File: config.mk
export PLATFORM = sky130hd
export DESIGN_NAME = stepper_accel_ramp_generator_flat
export DESIGN_NICKNAME = d
export VERILOG_FILES = /design/src/hdl/sarg_pkg.sv /design/src/hdl/sarg_if.sv /design/src/hdl/sarg_divider.sv /design/src/hdl/stepper_accel_ramp_generator.sv /design/src/flat_wrapper.sv
export SDC_FILE = /design/constraint.sdc
export NUM_CORES = 2
export LEC_CHECK = 0
export BUFFER_PORTS_ARGS = -buffer_cell sky130_fd_sc_hd__buf_2
export CORE_MARGIN = 5
export CORE_UTILIZATION = 60
export CTS_CLUSTER_DIAMETER = 150
export DETAILED_ROUTE_END_ITERATION = 16
export PLACE_DENSITY = 0.77
export SYNTH_ARGS = -nofsm -noshare
export SYNTH_HDL_FRONTEND = slang
export SYNTH_SLANG_ARGS = --single-unit
File: constraint.sdc
create_clock -name clock -period 15.1 [get_ports clock]
set_clock_uncertainty 0.05 [all_clocks]
set_input_delay 2.265 -clock clock [delete_from_list [all_inputs] [get_ports clock]]
set_output_delay 2.265 -clock clock [all_outputs]
set_load 0.02 [all_outputs]
File: src/hdl/sarg_pkg.sv
// Package for the stepper ramp generator: function codes, register indexes,
// field widths and reset values. No dependencies.
package sarg_pkg;
   localparam logic [1:0] FUNC_TICK = 2'd0;
   localparam logic [1:0] FUNC_MOVE = 2'd1;
   localparam logic [1:0] FUNC_SETPOS = 2'd2;

   localparam logic [1:0] REG_ENABLE = 2'd0;
   localparam logic [1:0] REG_INIT_IVL = 2'd1;
   localparam logic [1:0] REG_MIN_IVL = 2'd2;
   localparam logic [1:0] REG_BRAKE = 2'd3;

   localparam int ADDR_W = 5;
   localparam int DIV_NUM_W = 64;
   localparam int DIV_CNT_W = 7;

   localparam logic [31:0] INIT_IVL_RST = 32'd256000;
   localparam logic [31:0] MIN_IVL_RST = 32'd256000000;
   localparam logic [47:0] BRAKE_RST = 48'd500000000000;

   typedef struct packed {
      logic start;
      logic [63:0] num;
      logic [32:0] den;
   } div_req_type;

   typedef struct packed {
      logic busy;
      logic done;
      logic [63:0] quo;
   } div_rsp_type;
endpackage

File: src/hdl/sarg_if.sv
// Valid/ready channel interfaces for requests and responses.
// Depends on nothing.
interface sarg_req_if;
   logic valid;
   logic ready;
   logic [1:0] func;
   logic signed [31:0] value;
   modport source (output valid, func, value, input ready);
   modport sink (input valid, func, value, output ready);
endinterface

interface sarg_rsp_if;
   logic valid;
   logic ready;
   logic step_pulse;
   logic direction;
   logic signed [31:0] position;
   logic at_target;
   logic [31:0] step_interval;
   modport source (output valid, step_pulse, direction, position, at_target, step_interval,
      input ready);
   modport sink (input valid, step_pulse, direction, position, at_target, step_interval,
      output ready);
endinterface

File: src/hdl/sarg_divider.sv
// Shared restoring divider, one quotient bit per cycle, 64 / 33 bits.
// Depends on sarg_pkg.
module sarg_divider import sarg_pkg::*; (
   input logic clock,
   input logic reset,
   input div_req_type req,
   output div_rsp_type rsp
);
   logic busy_ff, busy_in, done_ff, done_in;
   logic [DIV_CNT_W-1:0] cnt_ff, cnt_in;
   logic [63:0] quo_ff, quo_in;
   logic [33:0] rem_ff, rem_in;
   logic [32:0] den_ff, den_in;
   logic [33:0] shifted;
   logic [34:0] diff;

   always_comb begin
      busy_in = busy_ff;
      done_in = 1'b0;
      cnt_in = cnt_ff;
      quo_in = quo_ff;
      rem_in = rem_ff;
      den_in = den_ff;
      shifted = {rem_ff[32:0], quo_ff[63]};
      diff = {1'b0, shifted} - {2'b00, den_ff};
      if (req.start) begin
         busy_in = 1'b1;
         cnt_in = '0;
         quo_in = req.num;
         rem_in = '0;
         den_in = req.den;
      end else if (busy_ff) begin
         if (!diff[34]) begin
            rem_in = diff[33:0];
            quo_in = {quo_ff[62:0], 1'b1};
         end else begin
            rem_in = shifted;
            quo_in = {quo_ff[62:0], 1'b0};
         end
         cnt_in = cnt_ff + 1'b1;
         if (cnt_ff == DIV_CNT_W'(DIV_NUM_W - 1)) begin
            busy_in = 1'b0;
            done_in = 1'b1;
         end
      end
   end

   always_ff @(posedge clock) begin
      if (reset) begin
         busy_ff <= 1'b0;
         done_ff <= 1'b0;
         cnt_ff <= '0;
      end else begin
         busy_ff <= busy_in;
         done_ff <= done_in;
         cnt_ff <= cnt_in;
      end
      quo_ff <= quo_in;
      rem_ff <= rem_in;
      den_ff <= den_in;
   end

   assign rsp.busy = busy_ff;
   assign rsp.done = done_ff;
   assign rsp.quo = quo_ff;
endmodule

File: src/hdl/stepper_accel_ramp_generator.sv
// Top level of the stepper ramp generator: APB registers, sequencer, state.
// Depends on sarg_pkg, sarg_if and sarg_divider.
//
// channel  | dir | protocol  | payload
// req      | in  | valid/rdy | func, value
// rsp      | out | valid/rdy | step_pulse, direction, position, at_target, step_interval
// csr      | in  | APB       | four registers at 8*i
//
// A non-stepping tick or a set-position goes straight to the result state; a move
// or a stepping tick that recomputes uses up to three passes of the one shared divider.
// Reset is synchronous; the block is not ready while a transaction is in work or
// while its result waits on rsp.
module stepper_accel_ramp_generator import sarg_pkg::*; (
   input logic clock,
   input logic reset,
   sarg_req_if.sink req,
   sarg_rsp_if.source rsp,
   input logic csr_psel,
   input logic csr_penable,
   input logic csr_pwrite,
   input logic [ADDR_W-1:0] csr_paddr,
   input logic [63:0] csr_pwdata,
   output logic [63:0] csr_prdata,
   output logic csr_pready
);
   localparam logic [2:0] S_IDLE = 3'd0;
   localparam logic [2:0] S_DIST1 = 3'd1;
   localparam logic [2:0] S_DIST2 = 3'd2;
   localparam logic [2:0] S_DECIDE = 3'd3;
   localparam logic [2:0] S_TERM = 3'd4;
   localparam logic [2:0] S_FINISH = 3'd5;
   localparam logic [2:0] S_OUT = 3'd6;

   logic en_ff;
   logic [31:0] init_ff, min_ff;
   logic [47:0] brake_ff;
   logic [2:0] st_ff, st_in;
   logic [31:0] pos_ff, pos_in, tgt_ff, tgt_in;
   logic signed [31:0] n_ff, n_in;
   logic [31:0] ramp_ff, ramp_in, act_ff, act_in, ticks_ff, ticks_in;
   logic rot_ff, rot_in, pulse_ff, pulse_in;
   logic [63:0] dist_ff, dist_in;
   logic wr_en;
   div_req_type dreq;
   div_rsp_type drsp;
   logic signed [32:0] delta;
   logic [32:0] mag;
   logic [31:0] negdist;
   logic signed [33:0] den4;
   logic [32:0] aden;
   logic [32:0] rsum;
   logic [31:0] rnew;
   logic signed [31:0] nsel;
   logic [1:0] reg_idx;

   sarg_divider u_div (.clock(clock), .reset(reset), .req(dreq), .rsp(drsp));

   assign csr_pready = 1'b1;
   assign reg_idx = csr_paddr[ADDR_W-1:3];
   assign wr_en = csr_psel && csr_penable && csr_pwrite && (csr_paddr[2:0] == 3'd0);
   always_comb begin
      case (reg_idx)
         REG_ENABLE: csr_prdata = {63'd0, en_ff};
         REG_INIT_IVL: csr_prdata = {32'd0, init_ff};
         REG_MIN_IVL: csr_prdata = {32'd0, min_ff};
         REG_BRAKE: csr_prdata = {16'd0, brake_ff};
         default: csr_prdata = '0;
      endcase
   end

   always_ff @(posedge clock) begin
      if (reset) begin
         en_ff <= 1'b1;
         init_ff <= INIT_IVL_RST;
         min_ff <= MIN_IVL_RST;
         brake_ff <= BRAKE_RST;
      end else if (wr_en) begin
         case (reg_idx)
            REG_ENABLE: en_ff <= csr_pwdata[0];
            REG_INIT_IVL: init_ff <= csr_pwdata[31:0];
            REG_MIN_IVL: min_ff <= csr_pwdata[31:0];
            REG_BRAKE: brake_ff <= csr_pwdata[47:0];
            default: ;
         endcase
      end
   end

   assign req.ready = (st_ff == S_IDLE);
   assign rsp.valid = (st_ff == S_OUT);
   assign rsp.step_pulse = pulse_ff;
   assign rsp.direction = rot_ff;
   assign rsp.position = pos_ff;
   assign rsp.at_target = (pos_ff == tgt_ff);
   assign rsp.step_interval = act_ff;

   always_comb begin
      delta = $signed({tgt_ff[31], tgt_ff}) - $signed({pos_ff[31], pos_ff});
      mag = delta[32] ? 33'(-delta) : 33'(delta);
      negdist = (dist_ff > 64'h7FFF_FFFF) ? 32'h8000_0001 : 32'(-dist_ff[31:0]);
      nsel = n_ff;
      if (!delta[32]) begin
         if ((n_ff > 0 && dist_ff >= {31'd0, mag}) || rot_ff) nsel = $signed(negdist);
         else if (n_ff < 0 && dist_ff < {31'd0, mag} && !rot_ff) nsel = -n_ff;
      end else begin
         if ((n_ff > 0 && dist_ff >= {31'd0, mag}) || !rot_ff) nsel = $signed(negdist);
         else if (n_ff < 0 && dist_ff < {31'd0, mag} && rot_ff) nsel = -n_ff;
      end
      den4 = 34'(nsel) * 34'sd4 + 34'sd1;
      aden = den4[33] ? 33'(-den4) : 33'(den4);
      rsum = {1'b0, ramp_ff} + drsp.quo[32:0];
      if (n_ff[31]) begin
         rnew = (rsum[32] || (drsp.quo[63:33] != '0)) ? 32'hFFFF_FFFF : rsum[31:0];
      end else begin
         rnew = ramp_ff - drsp.quo[31:0];
      end
   end

   always_comb begin
      st_in = st_ff;
      pos_in = pos_ff; tgt_in = tgt_ff; n_in = n_ff; ramp_in = ramp_ff;
      act_in = act_ff; ticks_in = ticks_ff; rot_in = rot_ff;
      pulse_in = pulse_ff; dist_in = dist_ff;
      dreq = '0;
      case (st_ff)
         S_IDLE: begin
            if (req.valid) begin
               pulse_in = 1'b0;
               st_in = S_OUT;
               case (req.func)
                  FUNC_TICK: begin
                     ticks_in = (ticks_ff == 32'hFFFF_FFFF) ? ticks_ff : ticks_ff + 1'b1;
                     if (en_ff && act_ff != 0 && pos_ff != tgt_ff &&
                         {ticks_in, 8'd0} >= {8'd0, act_ff}) begin
                        pos_in = rot_ff ? pos_ff - 1'b1 : pos_ff + 1'b1;
                        ticks_in = '0;
                        pulse_in = 1'b1;
                        st_in = S_DIST1;
                     end
                  end
                  FUNC_MOVE: begin
                     if (tgt_ff != req.value) begin
                        tgt_in = req.value;
                        st_in = S_DIST1;
                     end
                  end
                  FUNC_SETPOS: begin
                     pos_in = req.value; tgt_in = req.value;
                     ramp_in = '0; n_in = '0; act_in = '0;
                  end
                  default: ;
               endcase
            end
         end
         S_DIST1: begin
            if (delta == 0) begin
               ramp_in = '0; act_in = '0; n_in = '0;
               st_in = S_OUT;
            end else if (ramp_ff == 0 || brake_ff == 0) begin
               dist_in = '0;
               st_in = S_DECIDE;
            end else begin
               dreq.start = 1'b1;
               dreq.num = {brake_ff, 16'd0};
               dreq.den = {1'b0, ramp_ff};
               st_in = S_DIST2;
            end
         end
         S_DIST2: begin
            if (drsp.done) begin
               if (dist_ff == 64'd1) begin
                  dist_in = drsp.quo;
                  st_in = S_DECIDE;
               end else begin
                  dist_in = 64'd1;
                  dreq.start = 1'b1;
                  dreq.num = drsp.quo;
                  dreq.den = {1'b0, ramp_ff};
               end
            end
         end
         S_DECIDE: begin
            n_in = nsel;
            if (nsel == 0) begin
               ramp_in = init_ff;
               rot_in = delta[32];
               st_in = S_FINISH;
            end else begin
               dreq.start = 1'b1;
               dreq.num = {31'd0, ramp_ff, 1'b0};
               dreq.den = 33'(aden);
               st_in = S_TERM;
            end
         end
         S_TERM: begin
            if (drsp.done) begin
               ramp_in = (rnew < min_ff) ? min_ff : rnew;
               st_in = S_FINISH;
            end
         end
         S_FINISH: begin
            if (n_ff != 32'sh7FFF_FFFF) n_in = n_ff + 32'sd1;
            act_in = ramp_ff;
            st_in = S_OUT;
         end
         S_OUT: begin
            if (rsp.ready) st_in = S_IDLE;
         end
         default: st_in = S_IDLE;
      endcase
      if (st_ff == S_DIST1 && st_in == S_DIST2) dist_in = 64'd0;
   end

   always_ff @(posedge clock) begin
      if (reset) begin
         st_ff <= S_IDLE;
         pos_ff <= '0; tgt_ff <= '0; n_ff <= '0; ramp_ff <= '0;
         act_ff <= '0; ticks_ff <= '0; rot_ff <= 1'b0; pulse_ff <= 1'b0;
      end else begin
         st_ff <= st_in;
         pos_ff <= pos_in; tgt_ff <= tgt_in; n_ff <= n_in; ramp_ff <= ramp_in;
         act_ff <= act_in; ticks_ff <= ticks_in; rot_ff <= rot_in; pulse_ff <= pulse_in;
      end
      dist_ff <= dist_in;
   end

   a_ready_excl: assert property (@(posedge clock) disable iff (reset)
      !(req.ready && rsp.valid)) else $error("ready while result pending");
   a_pulse_moves: assert property (@(posedge clock) disable iff (reset)
      (rsp.valid && $rose(rsp.valid) && rsp.step_pulse) |-> (act_ff != 0 || pos_ff == tgt_ff))
      else $error("step without interval");
   a_div_idle: assert property (@(posedge clock) disable iff (reset)
      (st_ff == S_IDLE) |-> !drsp.busy) else $error("divider busy when idle");
endmodule
File: src/flat_wrapper.sv
// flat-port wrapper written by rule: the top's interface ports become plain ports
module stepper_accel_ramp_generator_flat import sarg_pkg::*;
  (clock, reset, csr_psel, csr_penable, csr_pwrite, csr_paddr, csr_pwdata, csr_prdata, csr_pready, req_valid, req_func, req_value, req_ready, rsp_valid, rsp_step_pulse, rsp_direction, rsp_position, rsp_at_target, rsp_step_interval, rsp_ready);
  sarg_req_if req_i ();
  sarg_rsp_if rsp_i ();
  input logic clock;
  input logic reset;
  input logic csr_psel;
  input logic csr_penable;
  input logic csr_pwrite;
  input logic [ADDR_W-1:0] csr_paddr;
  input logic [63:0] csr_pwdata;
  output logic [63:0] csr_prdata;
  output logic csr_pready;
  input wire logic [$bits(req_i.valid)-1:0] req_valid;
  input wire logic [$bits(req_i.func)-1:0] req_func;
  input wire logic [$bits(req_i.value)-1:0] req_value;
  output wire logic [$bits(req_i.ready)-1:0] req_ready;
  output wire logic [$bits(rsp_i.valid)-1:0] rsp_valid;
  output wire logic [$bits(rsp_i.step_pulse)-1:0] rsp_step_pulse;
  output wire logic [$bits(rsp_i.direction)-1:0] rsp_direction;
  output wire logic [$bits(rsp_i.position)-1:0] rsp_position;
  output wire logic [$bits(rsp_i.at_target)-1:0] rsp_at_target;
  output wire logic [$bits(rsp_i.step_interval)-1:0] rsp_step_interval;
  input wire logic [$bits(rsp_i.ready)-1:0] rsp_ready;
  assign req_i.valid = req_valid;
  assign req_i.func = req_func;
  assign req_i.value = req_value;
  assign req_ready = req_i.ready;
  assign rsp_valid = rsp_i.valid;
  assign rsp_step_pulse = rsp_i.step_pulse;
  assign rsp_direction = rsp_i.direction;
  assign rsp_position = rsp_i.position;
  assign rsp_at_target = rsp_i.at_target;
  assign rsp_step_interval = rsp_i.step_interval;
  assign rsp_i.ready = rsp_ready;
  stepper_accel_ramp_generator u_core (.clock(clock), .reset(reset), .req(req_i), .rsp(rsp_i), .csr_psel(csr_psel), .csr_penable(csr_penable), .csr_pwrite(csr_pwrite), .csr_paddr(csr_paddr), .csr_pwdata(csr_pwdata), .csr_prdata(csr_prdata), .csr_pready(csr_pready));
endmodule
; Word level (Yosys, flattened, before mapping)
; Index checks and enable logic that the tools add are counted.
[op_classes]
reduce_logical = 49
bitwise_logic = 1
mux = 61
order_cmp = 7
add_sub_neg = 14
n_eq_ne = 31
[op_table]
columns = operator, count
row1 = $mux 32, 20
row2 = $mux 98, 5
row3 = $mux 64, 6
row4 = $pmux 98 s3, 1
row5 = $pmux 32 s4, 2
row6 = $pmux 64 s4, 1
row7 = $pmux 32 s2, 2
row8 = $pmux 64 s2, 1
row9 = $mux 33, 3
row10 = $pmux 32 s3, 1
row11 = $neg 33->33, 2
row12 = $add 32x1->32 const B, 2
row13 = $eq 64x1->1 const B, 1
row14 = $ge 64x33->1, 1
row15 = $gt 64x31->1 const B, 1
row16 = $logic_not 32->1, 2
row17 = $lt 64x33->1, 1
row18 = $ne 32x32->1, 2
row19 = $neg 32->32, 2
row20 = $logic_not 48->1, 1
row21 = $ge 40x32->1, 1
row22 = $sub 34x33->35, 1
row23 = $add 34x2->34 const B, 1
row24 = $add 32x33->33, 1
row25 = 43 further kinds, 102
[totals]
wordCells = 183
inputBits = 110
out_inout_bits = 134
register_bits = 513

; Longest topological paths before layout
[logic_depth]
word_depth = 16
ltp_mapped = 41
ltp_nobuf = 33

; By module
; From an unflattened synthesis, not the netlist that was laid out.
[hier_totals]
hier_cells = 5017
area_unflattened_um2 = 39230.1
[modules_own_cells]
columns = module, area_per_inst_um2, seq_area_each_um2, cells_each, instances
row1 = stepper_accel_ramp_generator, 31790.5, 7487.2, 4352, 1
row2 = sarg_divider, 7439.6, 3753.6, 665, 1

; Worst setup path after synthesis
; Ideal clock, no wire load.
[synth_path]
path_type = reg2reg
start = register u_core.pos_ff[11], in the netlist u_core.rsp.position[11]
end = register u_core.u_div.quo_ff[0], enable pin
path_buffers = 11
arrival_ns = 11.612
period_less_slack_ns = 12.186
path_slack_ns = 2.914
required_time_ns = 14.526
setup_time_ns = 0.524
path_stages_with_launch = 39
cell_sequence = dfxtp_1 > inv_1 > ha_1 > clkbuf_1 > a21oi_1 > o21ai_1 > a221o_1 > a221o_1 > o21a_1 > a21oi_2 > clkbuf_1 > buf_1 > clkbuf_1 > buf_1 > a21oi_1 > xnor2_1 > ha_1 > nand4_1 > [3 not listed] > nor3_1 > nor2_1 > clkbuf_1 > clkbuf_1 > nor2_1 > o32ai_1 > buf_1 > inv_2 > buf_1 > ha_1 > o221ai_1 > a211o_1 > a2111o_1 > nor4_2 > nand2b_1 > buf_2 > clkbuf_1 > a31oi_1
[synth_between]
elab_chain_cells = 14
word_cells_on_any_way = 24
cone_classes = add/sub (2) / order compare (2) / eq/ne (1) / mux (9) / reduce/logical (10)
[synth_lines]
columns = element, line
row1 = from (decl), stepper_accel_ramp_generator.sv:38  ; logic [31:0] pos_ff, pos_in, tgt_ff, tgt_in;
row2 = from (signal assigned), stepper_accel_ramp_generator.sv:220  ; pos_ff <= pos_in; tgt_ff <= tgt_in; n_ff <= n_in; ramp_ff <= ramp_in;
row3 = $sub 32x32->33 (*), stepper_accel_ramp_generator.sv:97  ; delta = $signed({tgt_ff[31], tgt_ff}) - $signed({pos_ff[31], pos_ff});
row4 = $neg 33->33, stepper_accel_ramp_generator.sv:98  ; mag = delta[32] ? 33'(-delta) : 33'(delta);
row5 = $mux 33, stepper_accel_ramp_generator.sv:98
row6 = $lt 64x33->1, "stepper_accel_ramp_generator.sv:103, stepper_accel_ramp_generator.sv:106"
row7 = $logic_and 1x1->1, "stepper_accel_ramp_generator.sv:103, stepper_accel_ramp_generator.sv:106"
row8 = "$logic_and 1x1->1, on equally long branches", "stepper_accel_ramp_generator.sv:103, stepper_accel_ramp_generator.sv:106"
row9 = "$mux 32, on equally long branches", "stepper_accel_ramp_generator.sv:103, stepper_accel_ramp_generator.sv:106"
row10 = "$mux 32, on equally long branches", "stepper_accel_ramp_generator.sv:102, stepper_accel_ramp_generator.sv:105"
row11 = $mux 32, stepper_accel_ramp_generator.sv:101  ; if (!delta[32]) begin
row12 = $logic_not 32->1, stepper_accel_ramp_generator.sv:183  ; if (nsel == 0) begin
row13 = $mux 98, stepper_accel_ramp_generator.sv:183
row14 = $pmux 98 s3 (*), stepper_accel_ramp_generator.sv:124  ; case (st_ff)
row15 = $ne 4x4->1 (no source line) / $reduce_bool 2->1 (equally long branches), n/a
row16 = $reduce_and 2->1 (no source line) (*), n/a
row17 = to (signal assigned), sarg_divider.sv:58  ; quo_ff <= quo_in;
row18 = to (decl), sarg_divider.sv:11  ; logic [63:0] quo_ff, quo_in;
; Mark *: on every way between the ends. The rest lies on a longest branch, timed or not.
; A chain may end at the register's enable or synchronous reset.

; Worst setup path in the final report
[layout_path]
start = register u_core.pos_ff[14], in the netlist u_core.rsp.position[14]
end = register u_core.u_div.quo_ff[40], enable pin
; Same word-level chain as after synthesis.

==> flow_results.org <==
** Final layout
- Fill cells in the final layout number 5706.
- For this run, the share of the core covered by cells in the final layout is 0.658.
- From synthesis to final layout, the design area changed by 8.21%.
- Summing all multi-input logic gate instances after layout gives 25900 µm².
- Total number of nets in the final design :: 5448
- Share of final-layout standard cells stronger than drive strength 1 :: 0.0862
- Sequential cell area :: 11200 µm²

** Yosys
- Synth warn :: 0
- A synthesized cell averages 7.70 µm².
- The biggest area contributor in the post-synthesis netlist is sky130_fd_sc_hd__dfxtp_1.
- Yosys reg bits :: 513
- Number of distinct library cells after synthesis :: 102
- Among all cell types in the netlist, the one instantiated most often is sky130_fd_sc_hd__nand2_1.
- The share of the Yosys chip area taken by registers is 0.286.
- Synthesized instance count :: 5109
- The share of synthesized area in the top cell type comes to 0.212.
- After synthesis, the most frequently instantiated cells are 535 x sky130_fd_sc_hd__nand2_1, 502 x sky130_fd_sc_hd__nor2_1, 416 x sky130_fd_sc_hd__dfxtp_1, 402 x sky130_fd_sc_hd__a21oi_1, 292 x sky130_fd_sc_hd__clkbuf_1.
- Async set-reset flop share out of synthesis :: 0
- Netlist Area Pre-Place :: 39300 µm²
- Count of flip-flops with a built-in enable after synthesis :: 97
- Sorting the synthesized cells by area gives the leading types as sky130_fd_sc_hd__dfxtp_1 21%, sky130_fd_sc_hd__ha_1 8.1%, sky130_fd_sc_hd__edfxtp_1 7.4%.
- Flip-flop cell with the highest count after synthesis :: sky130_fd_sc_hd__dfxtp_1

** Placement
- Placed wire-length estimate :: 97.3 mm
- Placer Congestion :: 1.03
- Quantity of I/O buffers inserted on ports :: 210

** Setup path
- Max incr delay on CP :: 0.86 ns
- Source of the worst register-to-register timing path :: u_core.rsp.position[14]
- RR Endpoint :: u_core.u_div.quo_ff[40]
- CP max FO :: 98
- Sort of element at the end of the critical path :: flop
- The critical path is of the reg -> reg type.
- STA puts the critical path data arrival time at 11.59 ns.
- Sort of element at the start of the critical path :: flop
- Setup slack on the worst reg-to-reg path comes out at 3.68 ns.
- Count of cells along the worst register-to-register path :: 34
- Crit path max-delay cell type :: sky130_fd_sc_hd__buf_4
- Critical path required time :: 15.28 ns

** Global route
- For met2 alone, demand over resource in global routing was 0.547.
- Grt peak-use layer :: met2
- In the global route stage, met1 resource usage came out at 0.501.
- Met3 track demand over resource in global routing :: 0.0512
- Via count of the first global-routing pass :: 36000
- The initial antenna violation count was 9.
- Entering global routing, the biggest net connects 120 pins.
- The first global-routing pass estimated 206 mm of wire.
- Total global-route track usage :: 0.359
- For this run the aggregate overflow at the end of global routing stands at 0.

** Timing
- Static timing analysis puts the maximum clock frequency at 87.6 MHz.
- Setup violations remaining at the end of the flow were counted as 0.
- At the pin with the least slew margin, the transition time is 1.25 ns.
- In this run the tightest slew margin relative to its limit is 0.164.
- Aggregate negative setup slack :: 0 ns
- Setup repair after global routing left no endpoint under its margin.
- The number of max-slew violations in the final report came to 0.
- Final min period :: 11.42 ns
- Of the available clock period, the critical path in the final layout requires 0.756.
- The final hold violation count was 0.

** Detailed routing
- Across all layers, the routed design uses 39500 vias.
- Residual DRC :: 0
- Detailed-routing iteration count for the pre-antenna-repair pass :: 8
- Iteration-0 DRC Markers :: 4572
- Dividing the detail-routed wire length by the instance count gives 22.5 µm.
- Total routed wirelength :: 135 mm
- The count of nets left with antenna violations once routing finished came out at 0.
- Using the TritonRoute via totals, the vias-per-cell ratio works out to 6.59.

** Clock network
- The H-tree was split into 2 levels.
- Resized Gates After CTS :: 0
- Clock tree from TritonCTS :: done
- Worst-case clock buffer depth :: 3
- TritonCTS buffer count :: 56
- CTS placed an instance of sky130_fd_sc_hd__clkbuf_16 at the clock tree root.
- After clock tree synthesis, the flow added hold-fix buffers numbering 0.
- Clock insertion delay at the later pin of the skew report :: 0.64 ns
- Clock transition time at the flip-flop clock pins of the worst setup and hold paths :: 0.06 ns
- The clock drives 513 sinks.
- Count of buffers added by post-CTS timing repair for setup :: 0

** Floorplanning
- Die height :: 266 µm
- IO Pins :: 244
- The floorplan has 93 rows.
- Die Footprint :: 70700 µm²
- Core area :: 64700 µm²
- Measured along the x axis, the die boundary spans 266 µm.
- The initial utilization of the core area, before any placement, comes to 0.608.

** Hold path
- Worst hold path class :: reg -> reg
- The worst hold path was traced through 2 stages.
- Startpoint of the most critical hold path :: u_core.min_ff[10]
- The worst hold path terminates at u_core.min_ff[10].

** Pwr
- The worst-case IR drop observed on VDD is 0.0997 mV.
- Power per cell area :: 138 nW/µm²
- Design Power :: 5.89 mW
- Summed over all cells, the static leakage comes to 17.4 nW.

** Run status
- Result of the run :: completed

** Run
- Across the run, the number of max-cap violations was 0.
layout make-up:
| class | instances | area share |
|---|---|---|
| diodes | 8 | 0.000471 |
| clock buffers | 78 | 0.0380 |
| clock inverters | 27 | 0.00768 |
| inverters | 268 | 0.0236 |
| multi-input cells | 3984 | 0.608 |
| flip-flops and latches | 513 | 0.264 |
| well taps | 855 | 0.0251 |
| repair buffers | 256 | 0.0331 |
cells in the final DEF, fill, tap and decap left out, types with 75 or more instances in the layout:
cell	n
sky130_fd_sc_hd__nand2_1	535
sky130_fd_sc_hd__nor2_1	501
sky130_fd_sc_hd__dfxtp_1	414
sky130_fd_sc_hd__a21oi_1	401
sky130_fd_sc_hd__inv_1	263
sky130_fd_sc_hd__ha_1	254
sky130_fd_sc_hd__o21ai_0	238
sky130_fd_sc_hd__buf_2	209
sky130_fd_sc_hd__xnor2_1	173
sky130_fd_sc_hd__xor2_1	143
sky130_fd_sc_hd__a211oi_1	116
sky130_fd_sc_hd__mux2i_1	112
sky130_fd_sc_hd__nand3_1	111
sky130_fd_sc_hd__nor3_1	103
sky130_fd_sc_hd__edfxtp_1	97
sky130_fd_sc_hd__and2_1	91
sky130_fd_sc_hd__nor4_1	88
sky130_fd_sc_hd__a21o_1	82
sky130_fd_sc_hd__o22ai_1	75
sequential cells by signal (all words and copies together), names as in the netlist, 3 cells and up:
| name | flops |
|---|---|
| u_core.u_div.cnt_ff | 7 |
| u_core.dist_ff | 64 |
| u_core.init_ff | 32 |
| u_core.rsp.position | 32 |
| u_core.rsp.step_interval | 32 |
| u_core.u_div.den_ff | 33 |
| u_core.st_ff | 3 |
| u_core.min_ff | 32 |
| u_core.ticks_ff | 32 |
| u_core.tgt_ff | 32 |
| u_core.ramp_ff | 32 |
| u_core.brake_ff | 48 |
| u_core.u_div.quo_ff | 64 |
| u_core.u_div.rem_ff | 33 |
| u_core.n_ff | 32 |
routing by layer:
metal,vias up,wire length [µm],share of wire
met4,2,8100,0.060
met3,455,12700,0.094
met1,18500,55900,0.41
met2,2145,58200,0.43
li1,18400,-,-
met5,-,13,0.000096
kinds of logic (layout without fill, tap and decap cells):
family | after synthesis | after routing | synth area share
xor+xnor | 316 | 316 | 0.0704
flops | 513 | 513 | 0.286
other cells | 2 | 25 | 0.000191
compound gates | 1449 | 1449 | 0.242
fa+ha+maj | 259 | 259 | 0.0834
buf+inv | 627 | 629 | 0.0626
simple gates | 1808 | 1808 | 0.220
mux | 135 | 135 | 0.0354
worst max path at each step:
stage | from | to | slack (ns) | cells after the start
floorplan | u_core.rsp.position[11] | u_core.u_div.quo_ff[0] | 2.91 | 38
global placement | u_core.rsp.position[14] | u_core.u_div.quo_ff[54] | 4.04 | 34
detailed placement | u_core.rsp.position[14] | u_core.u_div.quo_ff[54] | 3.98 | 34
CTS | u_core.rsp.position[14] | u_core.u_div.quo_ff[38] | 3.90 | 34
global route | u_core.rsp.position[14] | u_core.u_div.quo_ff[40] | 3.12 | 34
finish | u_core.rsp.position[14] | u_core.u_div.quo_ff[40] | 3.68 | 34
stage by stage:
step | hold slack [ns] | std cells | instance area [µm²] | setup WS, ns
after CTS | 0.406 | 5981 | 42500 | 3.90
after floorplan | 0.386 | 5124 | 39400 | 2.91
after global routing | 0.426 | 5987 | 42500 | 3.12
final | 0.405 | 5989 | 42500 | 3.68
after global placement | 0.392 | 5876 | 40600 | 4.04
after detailed placement | 0.398 | 5876 | 40600 | 3.98
critical path: cells and delay by family, from the launching register on:
| family | cells | cell delay, ns |
|---|---|---|
| XOR/XNOR | 1 | 0.16 |
| flip-flops | 1 | 0.36 |
| AND/OR/NAND/NOR | 10 | 3.10 |
| adder cells (fa/ha/maj) | 3 | 0.97 |
| buffers and inverters | 6 | 2.20 |
| AO/OA/AOI/OAI | 14 | 4.03 |
where the power goes:
group          leakage (nW)  total (mW)  switching (mW)  internal, mW
Sequential             4.32        1.62           0.131          1.49
Clock                 0.958        1.47           0.610         0.855
Combinational          12.1        2.80            1.76          1.04
Note: power is estimated with default switching activity, not from simulation.
